File: src/sv/wsc_pkg.sv
`timescale 1ns / 1ps
// ----------------------------------------------------------------------------
// wsc_pkg
// Shared constants, types and tables of the waypoint steering controller.
// ----------------------------------------------------------------------------
package wsc_pkg;

   localparam int WP_DEPTH     = 64;
   localparam int WP_AW        = $clog2(WP_DEPTH);
   localparam int CORDIC_ITER  = 14;
   localparam int ATAN_ENTRIES = 20;
   localparam int CORDIC_STEPS = (CORDIC_ITER < ATAN_ENTRIES) ? CORDIC_ITER : ATAN_ENTRIES;

   localparam int CW = 28;   // CORDIC x/y width
   localparam int ZW = 20;   // angle width, 2^-16 rad units
   localparam int RW = 22;   // angle difference and speed arithmetic width

   localparam int ANG_PI        = 205887;
   localparam int ANG_TWO_PI    = 411775;
   localparam int ANG_HPI_P1    = 102944;
   localparam int PROP_ROUND    = 102943;

   // turn rate: quotient by pi as a multiply by 2^48/pi, then one fix-up
   localparam int          RCP_SHIFT = 48;
   localparam logic [30:0] RCP_PI    = 31'((64'd1 << RCP_SHIFT) / 64'(ANG_PI));

   localparam int DIV_W      = 34;
   localparam int DIV_QW     = 16;
   localparam int MOD_STEPS  = WP_AW + 1;

   localparam int Q_DEPTH = 2;

   typedef enum logic [1:0] {
      CSR_MAX_SPEED = 2'd0,
      CSR_DIST_TOL  = 2'd1,
      CSR_ANG_TOL   = 2'd2,
      CSR_WP_COUNT  = 2'd3
   } csr_idx_type;

   typedef enum logic {
      OP_LOAD   = 1'b0,
      OP_SAMPLE = 1'b1
   } op_type;

   typedef struct packed {
      op_type             op;
      logic [5:0]         slot;
      logic signed [15:0] wx;
      logic signed [15:0] wy;
      logic signed [15:0] px;
      logic signed [15:0] pz;
      logic signed [16:0] fx;
      logic signed [15:0] fz;
   } item_type;

   typedef struct packed {
      logic             start;
      logic [DIV_W-1:0] dividend;
      logic [DIV_W-1:0] divisor_sh;
      logic [4:0]       steps;
   } div_req_type;

   typedef struct packed {
      logic              busy;
      logic              done;
      logic [DIV_QW-1:0] quot;
      logic [DIV_W-1:0]  rem;
   } div_rsp_type;

   typedef enum logic [3:0] {
      ST_IDLE, ST_READ, ST_DIFF, ST_SQX, ST_SQZ, ST_SQT, ST_CMP, ST_MOD,
      ST_CINIT, ST_CITER, ST_NORM, ST_DECIDE, ST_PROD, ST_DIV, ST_FIX, ST_OUT
   } back_state_type;

   function automatic logic signed [ZW-1:0] atan_entry(input logic [4:0] i);
      logic signed [ZW-1:0] v;
      case (i)
         5'd0:  v = ZW'(51472);
         5'd1:  v = ZW'(30386);
         5'd2:  v = ZW'(16055);
         5'd3:  v = ZW'(8150);
         5'd4:  v = ZW'(4091);
         5'd5:  v = ZW'(2047);
         5'd6:  v = ZW'(1024);
         5'd7:  v = ZW'(512);
         5'd8:  v = ZW'(256);
         5'd9:  v = ZW'(128);
         5'd10: v = ZW'(64);
         5'd11: v = ZW'(32);
         5'd12: v = ZW'(16);
         5'd13: v = ZW'(8);
         5'd14: v = ZW'(4);
         5'd15: v = ZW'(2);
         5'd16: v = ZW'(1);
         default: v = '0;
      endcase
      return v;
   endfunction

   function automatic logic signed [15:0] sat16(input logic signed [RW-1:0] v);
      logic signed [15:0] r;
      if (v > $signed(RW'(32767))) begin
         r = 16'sh7fff;
      end else if (v < -$signed(RW'(32768))) begin
         r = 16'sh8000;
      end else begin
         r = 16'(v);
      end
      return r;
   endfunction

endpackage

File: src/sv/wsc_front.sv
`timescale 1ns / 1ps
// ----------------------------------------------------------------------------
// wsc_front
// Accepts items, classifies them and forms the front vector for the queue.
// ----------------------------------------------------------------------------
module wsc_front (
   input  logic                 clock,
   input  logic                 reset,
   input  logic                 req_valid,
   output logic                 req_ready,
   input  logic                 req_op,
   input  logic [5:0]           req_waypoint_slot,
   input  logic signed [15:0]   req_waypoint_x,
   input  logic signed [15:0]   req_waypoint_y,
   input  logic signed [15:0]   req_pos_x,
   input  logic signed [15:0]   req_pos_z,
   input  logic signed [15:0]   req_north_x,
   input  logic signed [15:0]   req_north_z,
   output logic                 push_valid,
   input  logic                 push_ready,
   output wsc_pkg::item_type    push_item
);
   import wsc_pkg::*;

   item_type hold_ff, hold_in;
   logic     hold_v_ff, hold_v_in;

   assign req_ready  = !hold_v_ff || push_ready;
   assign push_valid = hold_v_ff;
   assign push_item  = hold_ff;

   always_comb begin
      hold_in   = hold_ff;
      hold_v_in = hold_v_ff && !push_ready;
      if (req_valid && req_ready) begin
         hold_v_in    = 1'b1;
         hold_in.op   = req_op ? OP_SAMPLE : OP_LOAD;
         hold_in.slot = req_waypoint_slot;
         hold_in.wx   = req_waypoint_x;
         hold_in.wy   = req_waypoint_y;
         hold_in.px   = req_pos_x;
         hold_in.pz   = req_pos_z;
         // robot front is (-north_x, north_z)
         hold_in.fx   = -$signed({req_north_x[15], req_north_x});
         hold_in.fz   = req_north_z;
      end
   end

   always_ff @(posedge clock) begin
      if (reset) begin
         hold_v_ff <= 1'b0;
      end else begin
         hold_v_ff <= hold_v_in;
      end
      hold_ff <= hold_in;
   end

endmodule

File: config.mk
export PLATFORM = sky130hd
export DESIGN_NAME = wsc_front
export DESIGN_NICKNAME = d
export VERILOG_FILES = /design/src/sv/wsc_pkg.sv /design/src/sv/wsc_front.sv
export SDC_FILE = /design/constraint.sdc
export NUM_CORES = 1
export LEC_CHECK = 0
export BUFFER_PORTS_ARGS = -buffer_cell sky130_fd_sc_hd__buf_2
export CAP_MARGIN = 20
export CORE_ASPECT_RATIO = 1.5
export CORE_MARGIN = 2
export CORE_UTILIZATION = 42
export DETAILED_ROUTE_END_ITERATION = 6
export PLACE_DENSITY = 0.79
export SLEW_MARGIN = 10
export SYNTH_ARGS = -nofsm -noshare
export SYNTH_HDL_FRONTEND = slang
export SYNTH_SLANG_ARGS = --single-unit
File: constraint.sdc
create_clock -name clock -period 3.8 [get_ports clock]
set_input_delay 0.19 -clock clock [delete_from_list [all_inputs] [get_ports clock]]
set_output_delay 0.19 -clock clock [all_outputs]
set_load 0.005 [all_outputs]
== Word-level counts from Yosys, hierarchy flattened ==
Cells that the tools add are included.
Storage, ports and cells
  flip-flop bits (word level): 105
  bits in read-only memories: 0
  output and inout port bits: 106
  bits in latches: 0
  input bits: 107
  memories kept: 0
  memory bits (writable): 0
  logic and storage cells: 17
Operators by class
  $lt $le $gt $ge: 0
  $mul: 0
  divide/modulo/power cells: 0
  add/sub/neg operators: 1
  reductions and logical operators: 5
  multiplexer cells: 2
  shift-type cells: 0
  bitwise operators: 0
  eq/ne operators: 0
Operators with widths (count)
  $neg A16 Y17: 1
  $logic_and A1 B1 Y1: 2
  $logic_not A1 Y1: 2
  $mux W1: 2
  $logic_or A1 B1 Y1: 1

== Depth between registers and ports, before layout ==
Gate-level depths: netlist (run 1).
  depth after elaboration: 4
  gate-level depth with buffers: 6
  depth with buffers taken out: 6

== Worst setup path before layout (run 1) ==
No wires, ideal clock.
  kind: register to register
  start point: reg hold_v_ff, in the netlist push_valid
  end point: reg hold_ff (netlist bit push_item[0]), enable pin
  cell stages (with the launch flop): 3
  library setup time: 0.475 ns
  data arrival time: 2.852 ns
  slack: 0.473 ns
  required time: 3.325 ns
  path buffers: 0
  period minus slack after synthesis: 3.327 ns
  cell sequence: dfxtp_1 -> nand2b_1 -> and2_1
Between the ends
  word-level cells in the longest chain between the ends: 3
RTL lines
  start, declared: line wsc_front.sv:26  | logic hold_v_ff, hold_v_in;
  start signal, assigned: line wsc_front.sv:53  | hold_v_ff <= hold_v_in;
  $logic_not A1 Y1: line wsc_front.sv:28  | assign req_ready = !hold_v_ff || push_ready;
  $logic_or A1 B1 Y1: line wsc_front.sv:28
  via req_ready: line wsc_front.sv:10  | output logic req_ready,
  $logic_and A1 B1 Y1: line wsc_front.sv:35  | if (req_valid && req_ready) begin
  end signal, assigned: line wsc_front.sv:55  | hold_ff <= hold_in;
  end, declared: line wsc_front.sv:25  | item_type hold_ff, hold_in;
The timed path passes the listed nets, and every way through them passes these cells.
A chain may end at the register's enable or synchronous reset.

== Worst setup path after layout (run 1) ==
  start point: reg hold_v_ff, in the netlist push_valid
  end point: reg hold_ff (netlist bit push_item[75]), enable pin
Between the ends
  word-level cells in the longest chain between the ends: 3
RTL lines (line)
  $logic_not A1 Y1: wsc_front.sv:28
  $logic_or A1 B1 Y1: wsc_front.sv:28
  $logic_and A1 B1 Y1: wsc_front.sv:35
No other way between the ends.

==> impl_metrics.csv, run 1 <==
group,metric,value,unit
critical_path,worst_setup_path_start_kind,"flip-flop",
logic_synthesis,syn_inst,150,
pwr,power_density,481,mW/mm2
floorplanning,start_util,43.3,%
floorplanning,dieArea,0.00901,mm2
global_route,antenna_found_initial,0,
pwr,p_leak,2.08,nW
timing,setup_ws,1.85,ns
logic_synthesis,synth.avg_cell_area,23.1,um2
global_route,grt_pass1_wl,10700,um
critical_path,path_cells,"nand2b_1, and2_4, buf_4",
cts,ctsRootBufferMaster,"clkbuf_16",
route,drt_wl_total,7600,um
flow_run,drv_cap,0,
pwr,vdd_drop_max,0.000234,V
global_route,grt_max_degree,83,
logic_synthesis,ys_seq_area_share,90.7,%
cells_and_area,final_nets,484,
placed_design,dpl_worst_slack,1.84,ns
route,post_drt_wl_per_cell,15.6,um
timing,setup_viol,0,
logic_synthesis,netlist_area,0.00347,mm2
floorplanning,die_x,78.2,um
timing,tightest_slew,1.04,ns
critical_path,r2r_setup_slack,1.85,ns
critical_path,arrival,1.97,ns
critical_path,worstPathMaxFanout,82,
timing,holdWs,0.0274,ns
route,m1WireLength,2530,um
logic_synthesis,netlist.area_leader.share,90.1,%
logic_synthesis,synth.distinct_cells,19,
timing,fin_crit,1.95,ns
critical_path,cp_slowest_cell,"and2_4",
route,highest_layer,"met4",
logic_synthesis,synth_ff_type,"edfxtp_1",
logic_synthesis,synth_most_common_cell,"edfxtp_1",
cts,cts_max_path_buffers,2,
logic_synthesis,yosys-top-cells-count,"edfxtp_1, xnor2_1, nor2_1",
route,routed-wl-met2,4190,um
cts,cts_sinks,105,
cells_and_area,seq_area,0.00314,mm2
cells_and_area,multi_input_area,315,um2
global_route,grt_use_total,16.4,%
route,ant_nets,0,
cts,cts_tree,"yes",
floorplanning,design.core.area,0.00801,mm2
logic_synthesis,synth_edf_count,104,
timing,max_freq,513,MHz
route,drc,0,
global_route,grt_pass1_vias,2184,
cts,cts_max_level,3,
cells_and_area,antenna_cells,0,
floorplanning,dieHeight,115,um
timing,slew_headroom,31.0,%
logic_synthesis,syn-num-nets,258,
timing,fin_tns_setup,0,ns
logic_synthesis,synthTopCellsByArea,"edfxtp_1, xnor2_1, xor2_1",
placed_design,dp_hpwl,6010,um
worst_hold_path,hp-class,"in -> reg",
route,drtIter0Drc,139,
timing,rsz0062_at_grt,"no",
cts,clk_latency,0.33,ns
logic_synthesis,synthArstFlopShare,0,%
route,routed-wl-met3,612,um
route,via_count,2163,
route,vias_per_cell,4.45,
critical_path,critPathRequiredTime,3.83,ns
logic_synthesis,yosysWarningCount,0,
timing,hold_viol,0,
cells_and_area,layout-area-overhead-vs-synth,43.2,%
logic_synthesis,synth_seq_cells,105,
critical_path,end_kind,"flip-flop",
timing,slew_violations,0,
placed_design,place.gp.congestion,0.783,
route,dr.pass1.iters,4,
cells_and_area,fillers,645,
timing,period_share,51.3,%
critical_path,cp_top_family,"simple AND/OR/NAND/NOR gates",
critical_path,worst-setup-path-type,"reg -> reg",
floorplanning,pin_count,213,
floorplanning,placementRows,40,
cts,cts_buffers,9,
critical_path,worst-path-buf-inv,1,
timing,fin_skew,0.00784,ns
placed_design,port-buffer-count,212,
critical_path,slowest_delay,0.78,ns
outcome,outcome,"complete, no violations",
global_route,gr-total-overflow,0,
logic_synthesis,synth_area_leader_cell,"edfxtp_1",
cts,clk_pin_slew,0.06,ns
cells_and_area,drive_gt1_share,61.4,%
per-layer routing:
layer,up-vias,track usage (%)
met2,109,28.6
met4,0,9.71
met1,1002,16.6
met5,-,0
li1,1033,-
met3,19,6.20
where the power goes:
part,internal (mW),switching [mW]
logic,0.0907,0.0925
registers,1.36,0.0161
clock network,0.479,0.351
final cells by class:
type                    instances  share of cell area [%]
repair buffers                215                    21.9
flip-flops and latches        105                    63.3
well taps                     105                    2.65
inverters                       3                   0.227
clock buffers                  14                    5.32
clock inverters                 2                   0.252
multi-input cells              42                    6.35
flip-flops by register name, summed over array words and instances, names as in the netlist:
register,cells
push_valid,1
push_item,104
placed cells by master, fill, tap and decap left out, drive strengths merged, types with 2 or more instances in the layout:
master,synthesis,final
xor2,5,5
nor3,2,2
nor4,4,4
buf,0,214
inv,3,3
clkbuf,0,14
xnor2,9,9
edfxtp,104,104
a21oi,2,2
nor2,7,7
nand2b,2,2
nand2,5,5
worst paths after layout:
path	endpoint	from	cells after the start
setup reg to reg	push_item[75]$_DFFE_PP_	push_valid$_SDFF_PP0_	3
hold / removal	push_item[91]$_DFFE_PP_	req_waypoint_x[10]	1
hold reg to reg	push_valid$_SDFF_PP0_	push_valid$_SDFF_PP0_	2
setup / recovery	push_item[75]$_DFFE_PP_	push_valid$_SDFF_PP0_	3
logic make-up after synthesis:
kind of cell | Yosys count | share of synthesized area, %
flip-flops | 105 | 90.7
AND/OR/NAND/NOR | 25 | 4.84
XOR/XNOR | 14 | 3.54
buffers and inverters | 3 | 0.325
AO/OA/AOI/OAI | 2 | 0.289
adder cells (fa/ha/maj) | 1 | 0.361
per-stage QoR:
stage               cell area [um2]  total power [mW]  utilization, %  cells
global route                   4960              2.49            62.0    486
detailed placement             4680              1.59            58.4    469
global placement               4680              1.57            58.4    469
floorplan                      3470              1.45               -    150
finish                         4960              2.39            62.0    486
CTS                            4960              2.42            62.0    486
timing repair:
item,CTS,global route
resized for setup,0,0
hold buffers,1,0
buffers inserted,0,0
setup endpoints to repair,0,0
endpoints found under the hold margin,1,0
No activity file was read; power rests on OpenSTA's default activity.
==> inputs of run 2 (changes only) <==
==> constraint.sdc (replaced) <==
create_clock -name clock -period 1.8 [get_ports clock]
set_input_delay 0.09 -clock clock [delete_from_list [all_inputs] [get_ports clock]]
set_output_delay 0.09 -clock clock [all_outputs]
set_load 0.005 [all_outputs]
==> run 2 against run 1 <==
Count of clock-buffer cells in the layout shrank 3. Global-route usage increased by 5.3 points. Core utilization increased by 12 points. Routed wire length increased by 29%. Critical endpoint is now push_item[28]$_DFFE_PP_. Largest cell class unchanged.
==> impl_metrics.csv, run 2 (synthesis gave the netlist of run 1 again) <==
group,metric,value,unit
timing,max_freq,601,MHz
pwr,vdd_drop_max,0.000818,V
timing,slew_violations,0,
route,dr.pass1.iters,4,
cells_and_area,drive_gt1_share,50.2,%
floorplanning,placementRows,40,
critical_path,cp_slowest_cell,"dlygate4sd3_1",
timing,hold_viol,0,
floorplanning,pin_count,213,
placed_design,port-buffer-count,212,
cts,cts_tree,"yes",
route,drc,0,
global_route,gr-total-overflow,0,
floorplanning,die_x,78.2,um
timing,fin_tns_setup,0,ns
timing,fin_skew,0.0114,ns
cells_and_area,final_common_cell,"buf_2",
global_route,grt_max_degree,35,
route,drt_wl_total,9810,um
cts,cts_max_level,3,
timing,slew_headroom,70.7,%
cts,cts_sinks,105,
floorplanning,dieHeight,115,um
route,post_drt_wl_per_cell,17.0,um
cells_and_area,layout-area-overhead-vs-synth,69.8,%
timing,setup_viol,0,
cells_and_area,most-common-layout-cells,"buf_2, edfxtp_1, dlygate4sd3_1, xnor2_1, clkbuf_16",
flow_run,drv_cap,0,
outcome,outcome,"complete, no violations",
critical_path,path_cells,"dlygate4sd3_1, buf_2, inv_1, ha_1, nand2b_1, nor4_4, nand2_1, xor2_1",
route,via_count,2619,
cts,clk_latency,0.33,ns
cts,cts_resized,0,
timing,holdWs,0.0590,ns
timing,period_share,92.5,%
worst_hold_path,hp-class,"in -> reg",
route,vias_per_cell,4.53,
global_route,antenna_found_initial,1,
pwr,p_leak,2.48,nW
placed_design,dp_hpwl,6090,um
cts,ctsRootBufferMaster,"clkbuf_16",
pwr,fin_total_pwr,5.21,mW
floorplanning,dieArea,0.00901,mm2
critical_path,worst-setup-path-type,"in -> reg",
route,ant_nets,0,
global_route,grt_pass1_wl,13900,um
cts,cts_setup_buffers,0,
critical_path,cp-startpoint,"req_north_x[0]",
critical_path,worst_setup_path_start_kind,"primary input",
worst_hold_path,min-delay-start,"req_north_x[15]",
floorplanning,start_util,43.3,%
timing,tightest_slew,0.436,ns
critical_path,r2r_start,"push_valid$_SDFF_PP0_",
cells_and_area,final_nets,576,
floorplanning,design.core.area,0.00801,mm2
cts,cts_max_path_buffers,2,
critical_path,slowest_delay,0.53,ns
cts,clk_pin_slew,0.06,ns
critical_path,worstPathMaxFanout,5,
critical_path,critPathRequiredTime,1.88,ns
critical_path,end_kind,"flip-flop",
cts,cts_buffers,9,
pwr,power_density,885,mW/mm2
critical_path,arrival,1.75,ns
timing,fin_crit,1.66,ns
global_route,grt_use_total,21.6,%
route,drtIter0Drc,143,
cells_and_area,largest_reg_flops,104,
placed_design,place.gp.congestion,0.759,
global_route,grt_pass1_vias,2682,
timing,rsz0062_at_grt,"no",
-- run 2: path summary, 6_finish.rpt --
path	depth (start not counted)	slack, ns	endpoint
worst max-delay path	8	0.14	push_item[28]$_DFFE_PP_
worst min-delay path	2	0.06	push_item[32]$_DFFE_PP_
worst max register to register	3	0.48	push_item[79]$_DFFE_PP_
worst min register to register	2	0.87	push_item[6]$_DFFE_PP_
-- run 2: power by group --
part | internal [mW] | switching [mW]
Sequential | 2.86 | 0.0394
Clock | 0.936 | 0.802
Combinational | 0.331 | 0.239
-- run 2: timing repair --
action / in CTS / in global routing
endpoints found under the hold margin: 89 / 0
hold buffers: 90 / 0
endpoints found under the setup margin: 0 / 0
-- run 2: per-layer routing --
layer,vias up,share of wire [%],global-route usage [%]
li1,1216,-,-
met1,1254,34,21.7
met2,132,57,41.3
met3,17,6.2,5.49
met4,0,3.0,10.1
met5,-,0,0
-- run 2: layout make-up --
class	instances	area, um2
Sequential cell	105	3140
Fill cell	539	2120
Antenna cell	1	2.50
Clock buffer	11	233
Tap cell	105	131
Multi-Input combinational cell	42	315
Clock inverter	4	27.5
Timing Repair Buffer	307	2020
Inverter	3	11.3
-- run 2: worst max-delay path: cells and delay by family --
| family | cells | cell delay (ns) |
|---|---|---|
| and+or+nand+nor | 3 | 0.59 |
| xor gates and xnor gates | 1 | 0.16 |
| adders and majority gates | 1 | 0.18 |
| buffers and inverters | 3 | 0.72 |
-- run 2: metrics by stage --
stage	utilization [%]	area, um2	setup WS, ns	cells
2_1_floorplan	-	3470	0.165	150
3_3_place_gp	59.0	4720	0.274	472
3_5_place_dp	59.0	4720	0.254	472
4_1_cts	73.5	5890	0.165	577
5_1_grt	73.5	5890	0.0465	578
6_report	73.5	5890	0.135	578
