## src/sv/wsc_pkg.sv

```systemverilog
`timescale 1ns / 1ps
// ----------------------------------------------------------------------------
// wsc_pkg
// Shared constants, types and tables of the waypoint steering controller.
// ----------------------------------------------------------------------------
package wsc_pkg;

   localparam int WP_DEPTH     = 64;
   localparam int WP_AW        = $clog2(WP_DEPTH);
   localparam int CORDIC_ITER  = 14;
   localparam int ATAN_ENTRIES = 20;
   localparam int CORDIC_STEPS = (CORDIC_ITER < ATAN_ENTRIES) ? CORDIC_ITER : ATAN_ENTRIES;

   localparam int CW = 28;   // CORDIC x/y width
   localparam int ZW = 20;   // angle width, 2^-16 rad units
   localparam int RW = 22;   // angle difference and speed arithmetic width

   localparam int ANG_PI        = 205887;
   localparam int ANG_TWO_PI    = 411775;
   localparam int ANG_HPI_P1    = 102944;
   localparam int PROP_ROUND    = 102943;

   // turn rate: quotient by pi as a multiply by 2^48/pi, then one fix-up
   localparam int          RCP_SHIFT = 48;
   localparam logic [30:0] RCP_PI    = 31'((64'd1 << RCP_SHIFT) / 64'(ANG_PI));

   localparam int DIV_W      = 34;
   localparam int DIV_QW     = 16;
   localparam int MOD_STEPS  = WP_AW + 1;

   localparam int Q_DEPTH = 2;

   typedef enum logic [1:0] {
      CSR_MAX_SPEED = 2'd0,
      CSR_DIST_TOL  = 2'd1,
      CSR_ANG_TOL   = 2'd2,
      CSR_WP_COUNT  = 2'd3
   } csr_idx_type;

   typedef enum logic {
      OP_LOAD   = 1'b0,
      OP_SAMPLE = 1'b1
   } op_type;

   typedef struct packed {
      op_type             op;
      logic [5:0]         slot;
      logic signed [15:0] wx;
      logic signed [15:0] wy;
      logic signed [15:0] px;
      logic signed [15:0] pz;
      logic signed [16:0] fx;
      logic signed [15:0] fz;
   } item_type;

   typedef struct packed {
      logic             start;
      logic [DIV_W-1:0] dividend;
      logic [DIV_W-1:0] divisor_sh;
      logic [4:0]       steps;
   } div_req_type;

   typedef struct packed {
      logic              busy;
      logic              done;
      logic [DIV_QW-1:0] quot;
      logic [DIV_W-1:0]  rem;
   } div_rsp_type;

   typedef enum logic [3:0] {
      ST_IDLE, ST_READ, ST_DIFF, ST_SQX, ST_SQZ, ST_SQT, ST_CMP, ST_MOD,
      ST_CINIT, ST_CITER, ST_NORM, ST_DECIDE, ST_PROD, ST_DIV, ST_FIX, ST_OUT
   } back_state_type;

   function automatic logic signed [ZW-1:0] atan_entry(input logic [4:0] i);
      logic signed [ZW-1:0] v;
      case (i)
         5'd0:  v = ZW'(51472);
         5'd1:  v = ZW'(30386);
         5'd2:  v = ZW'(16055);
         5'd3:  v = ZW'(8150);
         5'd4:  v = ZW'(4091);
         5'd5:  v = ZW'(2047);
         5'd6:  v = ZW'(1024);
         5'd7:  v = ZW'(512);
         5'd8:  v = ZW'(256);
         5'd9:  v = ZW'(128);
         5'd10: v = ZW'(64);
         5'd11: v = ZW'(32);
         5'd12: v = ZW'(16);
         5'd13: v = ZW'(8);
         5'd14: v = ZW'(4);
         5'd15: v = ZW'(2);
         5'd16: v = ZW'(1);
         default: v = '0;
      endcase
      return v;
   endfunction

   function automatic logic signed [15:0] sat16(input logic signed [RW-1:0] v);
      logic signed [15:0] r;
      if (v > $signed(RW'(32767))) begin
         r = 16'sh7fff;
      end else if (v < -$signed(RW'(32768))) begin
         r = 16'sh8000;
      end else begin
         r = 16'(v);
      end
      return r;
   endfunction

endpackage

```

## src/sv/wsc_fifo.sv

```systemverilog
`timescale 1ns / 1ps
// ----------------------------------------------------------------------------
// wsc_fifo
// Short item queue between the front and the back.
// ----------------------------------------------------------------------------
module wsc_fifo (
   input  logic              clock,
   input  logic              reset,
   input  logic              push_valid,
   output logic              push_ready,
   input  wsc_pkg::item_type push_item,
   output logic              pop_valid,
   input  logic              pop_ready,
   output wsc_pkg::item_type pop_item
);
   import wsc_pkg::*;

   localparam int QAW = $clog2(Q_DEPTH);
   localparam int QCW = $clog2(Q_DEPTH + 1);

   item_type          ent_ff [Q_DEPTH];
   logic [QAW-1:0]    wr_ff, wr_in, rd_ff, rd_in;
   logic [QCW-1:0]    cnt_ff, cnt_in;
   logic              do_push, do_pop;

   assign push_ready = cnt_ff != QCW'(Q_DEPTH);
   assign pop_valid  = cnt_ff != '0;
   assign pop_item   = ent_ff[rd_ff];
   assign do_push    = push_valid && push_ready;
   assign do_pop     = pop_valid && pop_ready;

   always_comb begin
      wr_in  = wr_ff;
      rd_in  = rd_ff;
      cnt_in = cnt_ff;
      if (do_push) begin
         wr_in = (wr_ff == QAW'(Q_DEPTH - 1)) ? '0 : wr_ff + 1'b1;
      end
      if (do_pop) begin
         rd_in = (rd_ff == QAW'(Q_DEPTH - 1)) ? '0 : rd_ff + 1'b1;
      end
      if (do_push && !do_pop) begin
         cnt_in = cnt_ff + 1'b1;
      end else if (do_pop && !do_push) begin
         cnt_in = cnt_ff - 1'b1;
      end
   end

   always_ff @(posedge clock) begin
      if (reset) begin
         wr_ff  <= '0;
         rd_ff  <= '0;
         cnt_ff <= '0;
      end else begin
         wr_ff  <= wr_in;
         rd_ff  <= rd_in;
         cnt_ff <= cnt_in;
      end
      if (do_push) begin
         ent_ff[wr_ff] <= push_item;
      end
   end

endmodule

```

## config.mk

```make
export PLATFORM = sky130hd
export DESIGN_NAME = wsc_fifo
export DESIGN_NICKNAME = d
export VERILOG_FILES = /design/src/sv/wsc_pkg.sv /design/src/sv/wsc_fifo.sv
export SDC_FILE = /design/constraint.sdc
export NUM_CORES = 1
export LEC_CHECK = 0
export BUFFER_PORTS_ARGS = -buffer_cell sky130_fd_sc_hd__buf_2
export CAP_MARGIN = 20
export CORE_ASPECT_RATIO = 1.4
export CORE_MARGIN = 2
export CORE_UTILIZATION = 40
export CTS_CLUSTER_DIAMETER = 200
export DETAILED_ROUTE_END_ITERATION = 6
export SLEW_MARGIN = 10
export SYNTH_ARGS = -nofsm -noshare
export SYNTH_HDL_FRONTEND = slang
export SYNTH_SLANG_ARGS = --single-unit
```

## constraint.sdc

```tcl
create_clock -name clock -period 4.1 [get_ports clock]
set_input_delay 0 -clock clock [delete_from_list [all_inputs] [get_ports clock]]
set_output_delay 0 -clock clock [all_outputs]
set_load 0.01 [all_outputs]
```

# After elaboration in Yosys (flattened, before gate mapping)
# Memory sizes are Yosys's and may differ from the RTL's. A register that Yosys moved wholly into a read port is not among the register bits.
# Cells that the tools add are included.
# totals
register_bits,4
ram_bits,208
inputBits,108
wordCells,25
mem_count,1
# mem_list
memory,depth,width,read_ports,rd_ports_with_merged_regs,wr,line_no,rtl
ent_ff,2,104,1,1,1,wsc_fifo.sv:21,item_type ent_ff [Q_DEPTH];
# op_classes
addsub,4
n_eq_ne,1
muxes,8
reduce_logical,8
# ops
cell,n
1-bit 2-to-1 mux,6
1-bit logical AND,4
2-bit 2-to-1 mux,2
2-bit nonzero test,2
"1-bit adder, second input constant",2
"2-bit by 1-bit adder with 2-bit output, second input constant",1
1-bit logical NOT,2
"2-bit != test, second input constant",1
"2-bit by 1-bit subtractor with 2-bit output, second input constant",1

# Longest topological paths before layout
# Gate-level depths: netlist of the first run.
# logic_depth
ltp_word,6
ltp_mapped,6
ltp_nobuf,6

# Least setup slack after synthesis of the first run
# OpenSTA, ideal clock, no wires.
# synth_path
kind,reg-to-reg
start,register cnt_ff[0]
end,"memory ent_ff[1][0] (netlist bit), enable pin"
setup_time_ns,0.475
arrival_ns,3.095
t_required_ns,3.625
slack_ns,0.530
path_stages_with_launch,3
synth_period_minus_slack_ns,3.570
path_cell_list,dfxtp_1 > nand2b_1 > and3_1
# synth_between
elab_chain_cells,4
# synth_lines
item,line_no,rtl
"start, declared",wsc_fifo.sv:23,"logic [QCW-1:0] cnt_ff, cnt_in;"
"start signal, assigned",wsc_fifo.sv:57,cnt_ff <= cnt_in;
2-bit != test,wsc_fifo.sv:26,assign push_ready = cnt_ff != QCW'(Q_DEPTH);
named net push_ready,wsc_fifo.sv:10,"output logic push_ready,"
1-bit logical AND,wsc_fifo.sv:29,assign do_push = push_valid && push_ready;
1-bit 2-to-1 mux,wsc_fifo.sv:59,if (do_push) begin
1-bit 2-to-1 mux (not written as such),wsc_fifo.sv:60,ent_ff[wr_ff] <= push_item;
"end, declared",wsc_fifo.sv:21,
# The timed path passes the listed nets, and every way through them passes these cells.

==> flow_summary.toml, run 1 <==
[outcome]
status = "finished clean"

[clock_network]
cts_sinks = 213
worstSkewPairLatency_ns = 0.48
clock-root-buffer = "clkbuf_16"
post_cts_buffers = 0
postCtsHoldBufs = 107
cts_tree = "done"
cts_resized = 0
cts-buffers-inserted = 21
clk_pin_slew_ns = 0.06
h-tree-depth = 1
cts_buffer_depth = 3

[floorplan]
ioPinCount = 214
die-area_mm2 = 0.02111
rows = 61
die_width_um = 123.4
core_area_mm2 = 0.01969
chipHeight_um = 171.1
initial_core_util_pct = 40.52

[final_layout]
final_nets = 793
fin_cells = 951
area_growth_pct = 38.62
fillerInstances = 1581
layout-drive-gt1-share_pct = 51.00

[critical_path]
critical_path.endpoint_type = "output pin"
slowest_stage = "dfxtp_4"
required_ns = 4.10
cp.arrival_ns = 2.41
crit_buf_inv = 2
worstSetupStartpointType = "flop"
crit_chain = "buf_12, mux2_2, buf_2"
critPathKind = "reg -> out"
cpPeakStageDelay_ns = 0.88
reg2reg_slack_ns = 1.83
cp_top_family = "flip-flops"
cp_max_fo = 55

[synthesis]
syn_inst = 348
syn_nets = 457
ys_warn_count = 0
ys_seq_area_share_pct = 79.54
avgSynthCellArea_um2 = 22.93
yosysUniqueCellTypes = 20
netlist_area_mm2 = 0.007979
ys_seq_elements = 213

[timing]
setup_viol = 0
fin_hold_ws_ns = 0.1328
max_slew_margin_pct = 32.69
fin_crit_sh_pct = 58.84
rsz0062_at_grt = "no"
finalMaxSlewViolations = 0
setup_tns_ns = 0
finClkSkew_ns = 0.005637
min_period_ns = 2.412
fmax_ghz = 0.4145
hold_viol_final = 0
worst_pin_slew_ns = 1.010

[power]
p_per_area_mw_per_mm2 = 570.7
ir_worst_vdd_v = 0.0004338
p_leak_nw = 4.271
totalPowerFinal_mw = 6.312

[placed_design]
dp.cells = 806
numPortBuffers = 213
hpwl_um = 9802
gp_congestion = 0.6907

[global_routing]
antenna_found_initial = 1
overflow = 0
track_usage_pct = 14.30
grt_pass1_wl_um = 23400
grt_pass1_vias = 4754
grt_max_degree = 70

[drt]
num_vias = 4364
wl_per_cell_um = 16.51
drt-total-wl_um = 15710
vias_per_cell = 4.589
drc = 0
drt_iter0_markers = 205
ant_nets = 0
drt-pass1-iter-count = 7

[run]
maxCapViolations = 0

[min_path]
min_path_type = "in -> reg"
tightest hold or removal path, delay by kind of cell:
kind | cells | cell delay [ns]
xor gates and xnor gates | 1 | 0.08
buffers and inverters | 1 | 0.12
and+or+nand+nor | 2 | 0.21
adders and majority gates | 1 | 0.18
area by class of cell:
cell class	count	area, µm²	share of cell area, %
antenna	1	2.502	0.02262
clock buffer	23	533.0	4.819
clock inverter	14	146.4	1.324
inverter	1	6.256	0.05656
multi-input combinational	122	1520	13.74
sequential	213	6350	57.41
tap	252	315.3	2.851
timing repair buffer	325	2187	19.77
where the power goes:
| group | total (mW) | switching [mW] | internal, mW |
|---|---|---|---|
| Combinational | 1.54 | 0.718 | 0.825 |
| Clock | 1.90 | 0.769 | 1.13 |
| Sequential | 2.88 | 0.152 | 2.72 |
| Total | 6.31 | 1.64 | 4.67 |
stage by stage:
step	setup slack (ns)	instance area, µm²	util (%)
floorplan	0.5299	7979	-
global placement	1.914	9308	47.27
detailed placement	1.769	9308	47.27
CTS	1.638	11060	56.16
global route	1.537	11060	56.17
finish	1.688	11060	56.17
layer usage:
| metal | GRT usage (%) | wire, µm | vias up |
|---|---|---|---|
| met3 | 3.667 | 1093 | 26 |
| met1 | 15.16 | 5763 | 2141 |
| li1 | - | - | 2051 |
| met4 | 4.694 | 352 | 0 |
| met5 | 0 | 0 | - |
| met2 | 26.99 | 8496 | 146 |
flip-flops by register name, indices dropped and copies added (netlist names), named ones only:
signal  cells
rd_ff       1
wr_ff       1
cnt_ff      2
ent_ff    208
cell usage after synthesis, drive strengths merged:
| cell type | n | area, µm² |
|---|---|---|
| o21ai | 2 | 10.01 |
| and3 | 1 | 6.260 |
| a21bo | 1 | 10.01 |
| nand2b | 1 | 6.260 |
| inv | 1 | 3.750 |
| edfxtp | 208 | 6246 |
| ha | 1 | 12.51 |
| nand3b | 1 | 7.510 |
| nor2 | 3 | 11.26 |
| mux2 | 104 | 1396 |
| and2 | 1 | 6.260 |
| xor2 | 3 | 26.28 |
| or2 | 1 | 6.260 |
| dfxtp | 5 | 100.1 |
| or3 | 1 | 6.260 |
| a21oi | 2 | 10.01 |
| buf | 12 | 113.9 |
cell families (layout without fill, tap and decap cells):
logic type | count (synthesis) | in the layout | synth area share, %
DFF | 213 | 213 | 79.54
muxes | 104 | 104 | 17.50
buffers and inverters | 13 | 363 | 1.474
and+or+nand+nor | 9 | 9 | 0.6275
AOI/OAI and AO/OA | 5 | 5 | 0.3764
xor gates and xnor gates | 3 | 3 | 0.3294
adders and majority gates | 1 | 1 | 0.1568
other | 0 | 1 | 0
cell usage in the layout, fill, tap and decap left out, types with 2 or more instances in the layout:
| cell | n |
|---|---|
| buf_2 | 213 |
| edfxtp_1 | 208 |
| dlygate4sd3_1 | 107 |
| mux2_4 | 60 |
| mux2_2 | 44 |
| clkbuf_16 | 21 |
| clkinv_1 | 6 |
| dfxtp_1 | 4 |
| buf_4 | 4 |
| xor2_1 | 3 |
| nor2_1 | 3 |
| bufinv_16 | 3 |
| o21ai_0 | 2 |
| a21oi_1 | 2 |
| clkinv_2 | 2 |
| clkinvlp_4 | 2 |
| clkbuf_1 | 2 |
worst paths after layout:
kind	end	start	cells past startpoint
worst max-delay path	pop_item[16]	flop	3
worst min-delay path	cnt_ff[0]$_SDFFE_PP0P_	push_valid	5
worst max register to register	ent_ff[1][60]$_DFFE_PP_	cnt_ff[0]$_SDFFE_PP0P_	3
worst min register to register	rd_ff$_SDFFE_PP0P_	rd_ff$_SDFFE_PP0P_	2
Power figures use the tool's default switching activity.
==> run 2, diff against run 1 <==
- ABC_AREA: default -> 1
- PLACE_DENSITY: default -> 0.66
- clock period: 4.1 -> 1.98 ns (I/O delays scaled with it)
==> run 2 against run 1 <==
Net effect:
- combinational power up 110%
- clock skew up 0.011 ns
- core utilization up 0.57 points
- setup slack worse by 1.5 ns
- critical path depth unchanged
- global-route usage up 0.055 points
- sequential share of layout area down 0.78 points
- cell count up 2.0%
- non-clock buffer count up 5
- critical path type unchanged
- critical endpoint is now pop_item[89]
==> flow_summary.toml, run 2 <==
[synthesis]
avgSynthCellArea_um2 = 22.15
ys_seq_area_share_pct = 79.37
ys_top_cells_by_count = "208 x edfxtp_1, 60 x mux2_4, 44 x mux2_2"
async_flop_share_pct = 0
synth_top_area_share_pct = 78.12
ys_warn_count = 0
syn_nets = 470
synthFlopType = "edfxtp_1"
ys_seq_elements = 213
synth_top_area_cell = "edfxtp_1"
synth-edff-count = 208
netlist_area_mm2 = 0.007995
yosysUniqueCellTypes = 15
synth.area.top_cells = "edfxtp_1 78%, mux2_4 11%, mux2_2 6.2%"
syn_inst = 361
yosysMostFrequentCell = "edfxtp_1"

[clock_network]
cts_sinks = 213
postCtsHoldBufs = 107
cts_buffer_depth = 3
cts-buffers-inserted = 21
clock-root-buffer = "clkbuf_16"
clk_pin_slew_ns = 0.06
post_cts_buffers = 0
cts_tree = "done"
cts_resized = 0
worstSkewPairLatency_ns = 0.49
h-tree-depth = 1

[critical_path]
crit_buf_inv = 2
crit_chain = "buf_12, mux2_2, buf_2"
cp_max_fo = 56
cp_top_family = "buffers and inverters"
slowest_stage = "mux2_2"
cpPeakStageDelay_ns = 0.40
r2r-start = "cnt_ff[0]$_SDFFE_PP0P_"
required_ns = 1.98
critical_path.endpoint_type = "output pin"
cp.arrival_ns = 1.79
critPathKind = "reg -> out"
worstSetupStartpointType = "flop"

[floorplan]
ioPinCount = 214
initial_core_util_pct = 40.45
die-area_mm2 = 0.02115
rows = 61
chipHeight_um = 171.3
die_width_um = 123.5
core_area_mm2 = 0.01977

[final_layout]
reg_top3 = "ent_ff: 208 flops, cnt_ff: 2 flops"
final_cell_mix = "213 x buf_2, 208 x edfxtp_1, 107 x dlygate4sd3_1"
area_growth_pct = 40.28
layout-drive-gt1-share_pct = 50.35
final_nets = 811
largest_register = "ent_ff"
final_common_cell = "buf_2"
fillerInstances = 1505
largest_register_ffs = 208
seq_area_mm2 = 0.006351
fin_util_pct = 56.74
fin_cells = 970
multi_input_area_mm2 = 0.001535
design_area_mm2 = 0.01122

[power]
p_leak_nw = 4.361
p_per_area_mw_per_mm2 = 1153
ir_worst_vdd_v = 0.0008502

[min_path]
min_path_type = "in -> reg"
hp-start = "push_item[4]"

[drt]
wl_per_cell_um = 16.06
drt-total-wl_um = 15570
drt-pass1-iter-count = 4
drt_iter0_markers = 219
drc = 0
num_vias = 4457
ant_nets = 0
vias_per_cell = 4.595

[global_routing]
track_usage_pct = 14.35
antenna_found_initial = 1
overflow = 0
grt_max_degree = 57
grt_pass1_wl_um = 23400
grt_pass1_vias = 4819

[placed_design]
post-place-ws_ns = 0.3665
gp_congestion = 0.6813
dp.cells = 824
dpl_cell_area_mm2 = 0.009485
hpwl_um = 9815
numPortBuffers = 213

[timing]
fin_crit_sh_pct = 90.51
max_slew_margin_pct = 63.68
min_period_ns = 1.792
finClkSkew_ns = 0.01662
fmax_ghz = 0.5580
fin_ws_ns = 0.1879
rsz0062_at_grt = "no"
hold_viol_final = 0
finalMaxSlewViolations = 0
setup_viol = 0
worst_pin_slew_ns = 0.5435
fin_hold_ws_ns = 0.2259

[run]
maxCapViolations = 0

[outcome]
status = "finished clean"
run 2: cells by family (layout without fill, tap and decap cells):
family / Yosys count / count (layout) / share of synthesized area [%]
AO/OA/AOI/OAI: 4 / 4 / 0.2504
adder cells (fa/ha/maj): 1 / 1 / 0.1565
buffers and inverters: 20 / 376 / 1.800
flip-flops: 213 / 213 / 79.37
multiplexers: 104 / 104 / 17.46
other: 0 / 1 / 0
AND/OR/NAND/NOR: 19 / 19 / 0.9547
run 2: final cells by class:
type,instances,area share [%]
inverters,8,0.2677
flip-flops and latches,213,56.63
clock buffers,27,4.886
repair buffers,330,20.73
clock inverters,11,0.9705
diodes,1,0.02231
multi-input cells,128,13.69
well taps,252,2.811
run 2: worst paths after layout:
path / slack, ns / cells after the start / to
hold / removal: 0.23 / 2 / ent_ff[1][4]$_DFFE_PP_
hold reg to reg: 0.51 / 2 / rd_ff$_SDFFE_PP0P_
setup / recovery: 0.19 / 3 / pop_item[89]
setup reg to reg: 0.40 / 5 / ent_ff[1][81]$_DFFE_PP_
run 2: per-stage QoR:
stage	TNS [ns]	total power, mW
2_1_floorplan	-105.09	7.963
3_3_place_gp	0	9.014
3_5_place_dp	0	9.124
4_1_cts	0	13.12
5_1_grt	0	13.56
6_report	0	12.93
run 2: worst register-to-register path: stages (launching register included):
cell,delay (ns)
dfxtp_2,0.34
inv_2,0.06
nand2_4,0.08
nand2_4,0.07
nor2_4,0.43
buf_12,0.27
run 2: power by group:
part           switching, mW  internal [mW]
Clock                   1.56           2.23
Sequential             0.156           5.70
Combinational           1.63           1.65
run 2: layer usage:
layer / part of all wire, % / up-vias / GRT usage, %
li1: - / 2104 / -
met1: 36 / 2170 / 14.69
met2: 55 / 152 / 27.78
met3: 6.2 / 31 / 3.581
met4: 2.6 / 0 / 4.694
met5: 0 / - / 0
==> run 3, diff against run 2 <==
- CTS_CLUSTER_SIZE: default -> 40
- MAX_ROUTING_LAYER: default -> met4
==> run 3 against run 2 <==
Net effect:
- cell count fell by 2.6%
- non-clock buffer count is 2 higher
- clock skew up 0.015 ns
- sequential share of layout area increased by 2.0 points
- global-route usage fell by 0.080 points
- setup slack worse by 0.083 ns
- combinational power hardly changed
- clock-buffer cell count is 17 lower
- critical path type is now reg -> reg
- first-iteration DRC count is 11% lower
- critical endpoint is now wr_ff$_SDFFE_PP0P_
- critical path depth increased by 4
==> flow_summary.toml, run 3 (synthesized netlist as in run 2, its figures left out) <==
[final_layout]
reg_top3 = "ent_ff: 208 flops, cnt_ff: 2 flops"
final_nets = 801
final_cell_mix = "213 x buf_2, 208 x edfxtp_1, 109 x dlygate4sd3_1"
largest_register = "ent_ff"
final_common_cell = "buf_2"
largest_register_ffs = 208
fin_cells = 945
layout-drive-gt1-share_pct = 49.86
area_growth_pct = 35.57

[clock_network]
post_cts_buffers = 0
clk_pin_slew_ns = 0.13
clock-root-buffer = "clkbuf_16"
cts_tree = "done"
cts_sinks = 213
cts-buffers-inserted = 9
h-tree-depth = 1
worstSkewPairLatency_ns = 0.47
cts_buffer_depth = 3

[power]
ir_worst_vdd_v = 0.0009089
p_int_mw = 8.213
p_leak_nw = 4.174
pwr-share-clk_pct = 18.9
sw_frac_of_total_pct = 27.07
totalPowerFinal_mw = 11.26
sequentialPowerShare_pct = 51.9
p_per_area_mw_per_mm2 = 1039
comb_power_share_pct = 29.2
p_switching_mw = 3.049

[run]
maxCapViolations = 0

[floorplan]
chipHeight_um = 171.3
initial_core_util_pct = 40.45
die_width_um = 123.5
core_area_mm2 = 0.01977
rows = 61
ioPinCount = 214
die-area_mm2 = 0.02115

[global_routing]
grt_max_degree = 57
antenna_found_initial = 1
grt_pass1_wl_um = 22670
overflow = 0
track_usage_pct = 14.27
grt_pass1_vias = 4708

[timing]
worst_pin_slew_ns = 0.5451
finalMaxSlewViolations = 0
finClkSkew_ns = 0.03211
hold_viol_final = 0
setup_viol = 0
max_slew_margin_pct = 63.57
fmax_ghz = 0.5333
setup_tns_ns = 0
min_period_ns = 1.875
fin_crit_sh_pct = 94.71
fin_ws_ns = 0.1048
rsz0062_at_grt = "no"

[drt]
ant_nets = 0
drt-pass1-iter-count = 5
wl_per_cell_um = 16.14
drt-total-wl_um = 15250
drc = 0
num_vias = 4368
drt_iter0_markers = 195
vias_per_cell = 4.622

[min_path]
hold_depth = 2
hp-start = "push_item[5]"
min_path_type = "in -> reg"
min_to = "ent_ff[0][5]$_DFFE_PP_"

[critical_path]
required_ns = 2.35
cp_top_family = "buffers and inverters"
r2r-start = "cnt_ff[0]$_SDFFE_PP0P_"
cp_max_fo = 5
cp.arrival_ns = 2.24
crit_buf_inv = 3
slowest_stage = "dlygate4sd3_1"
reg2reg_slack_ns = 0.10
critical_path.endpoint_type = "flop"
worstSetupStartpointType = "flop"
crit_cells = 7
cpPeakStageDelay_ns = 0.55
critPathKind = "reg -> reg"
reg2reg_to = "wr_ff$_SDFFE_PP0P_"
crit_chain = "inv_2, nand2_4, nand2_4, o21ai_1, dlygate4sd3_1, nor2_1, dlygate4sd3_1"
reg2reg_depth = 7

[placed_design]
dp.cells = 824
numPortBuffers = 213
hpwl_um = 9815
post-place-ws_ns = 0.3665
gp_congestion = 0.6882

[outcome]
status = "finished clean"
==> run 3: worst max path at each step <==
stage          slack (ns)                    from                      end
2_1_floorplan       -0.52  cnt_ff[0]$_SDFFE_PP0P_   ent_ff[0][0]$_DFFE_PP_
3_3_place_gp         0.41  cnt_ff[0]$_SDFFE_PP0P_  ent_ff[1][92]$_DFFE_PP_
3_5_place_dp         0.37  cnt_ff[0]$_SDFFE_PP0P_  ent_ff[1][92]$_DFFE_PP_
4_1_cts              0.06      wr_ff$_SDFFE_PP0P_       wr_ff$_SDFFE_PP0P_
5_1_grt              0.02  cnt_ff[0]$_SDFFE_PP0P_       wr_ff$_SDFFE_PP0P_
6_report             0.10  cnt_ff[0]$_SDFFE_PP0P_       wr_ff$_SDFFE_PP0P_
==> run 3: metrics by stage <==
stage	util (%)	area, µm²	hold WS, ns
final	54.83	10840	0.2408
after global routing	54.83	10840	0.2270
after CTS	54.81	10840	0.2244
after detailed placement	47.98	9485	0.1915
after global placement	47.98	9485	0.1896
after floorplan	-	8026	0.09887
==> run 3: timing repair <==
item | CTS | global route
hold buffers | 109 | 0
resized for setup | 0 | 2
hold endpoints to repair | 214 | 0
setup endpoints to repair | 0 | 1
==> run 3: routing by layer <==
metal | GRT usage [%] | wire, µm | vias up
li1 | - | - | 2056
met1 | 14.91 | 5706 | 2149
met2 | 27.42 | 8502 | 142
met3 | 2.221 | 758 | 21
met4 | 3.607 | 281 | 0
met5 | - | 0 | -
==> run 3: power groups by stage <==
stage | logic, mW | registers, mW | clock network (mW)
CTS | 3.35 | 5.85 | 2.22
global placement | 3.10 | 5.92 | 0
detailed placement | 3.17 | 5.95 | 0
global route | 3.56 | 5.90 | 2.36
finish | 3.29 | 5.84 | 2.13
floorplan | 2.04 | 5.93 | 0
==> run 3: cell type report <==
class	instances	area, µm²
Timing Repair Buffer	332	2345
Inverter	8	30.03
Clock inverter	1	30.03
Multi-Input combinational cell	128	1535
Clock buffer	10	229.0
Tap cell	252	315.3
Sequential cell	213	6352
Antenna cell	1	2.502
Fill cell	1525	8929
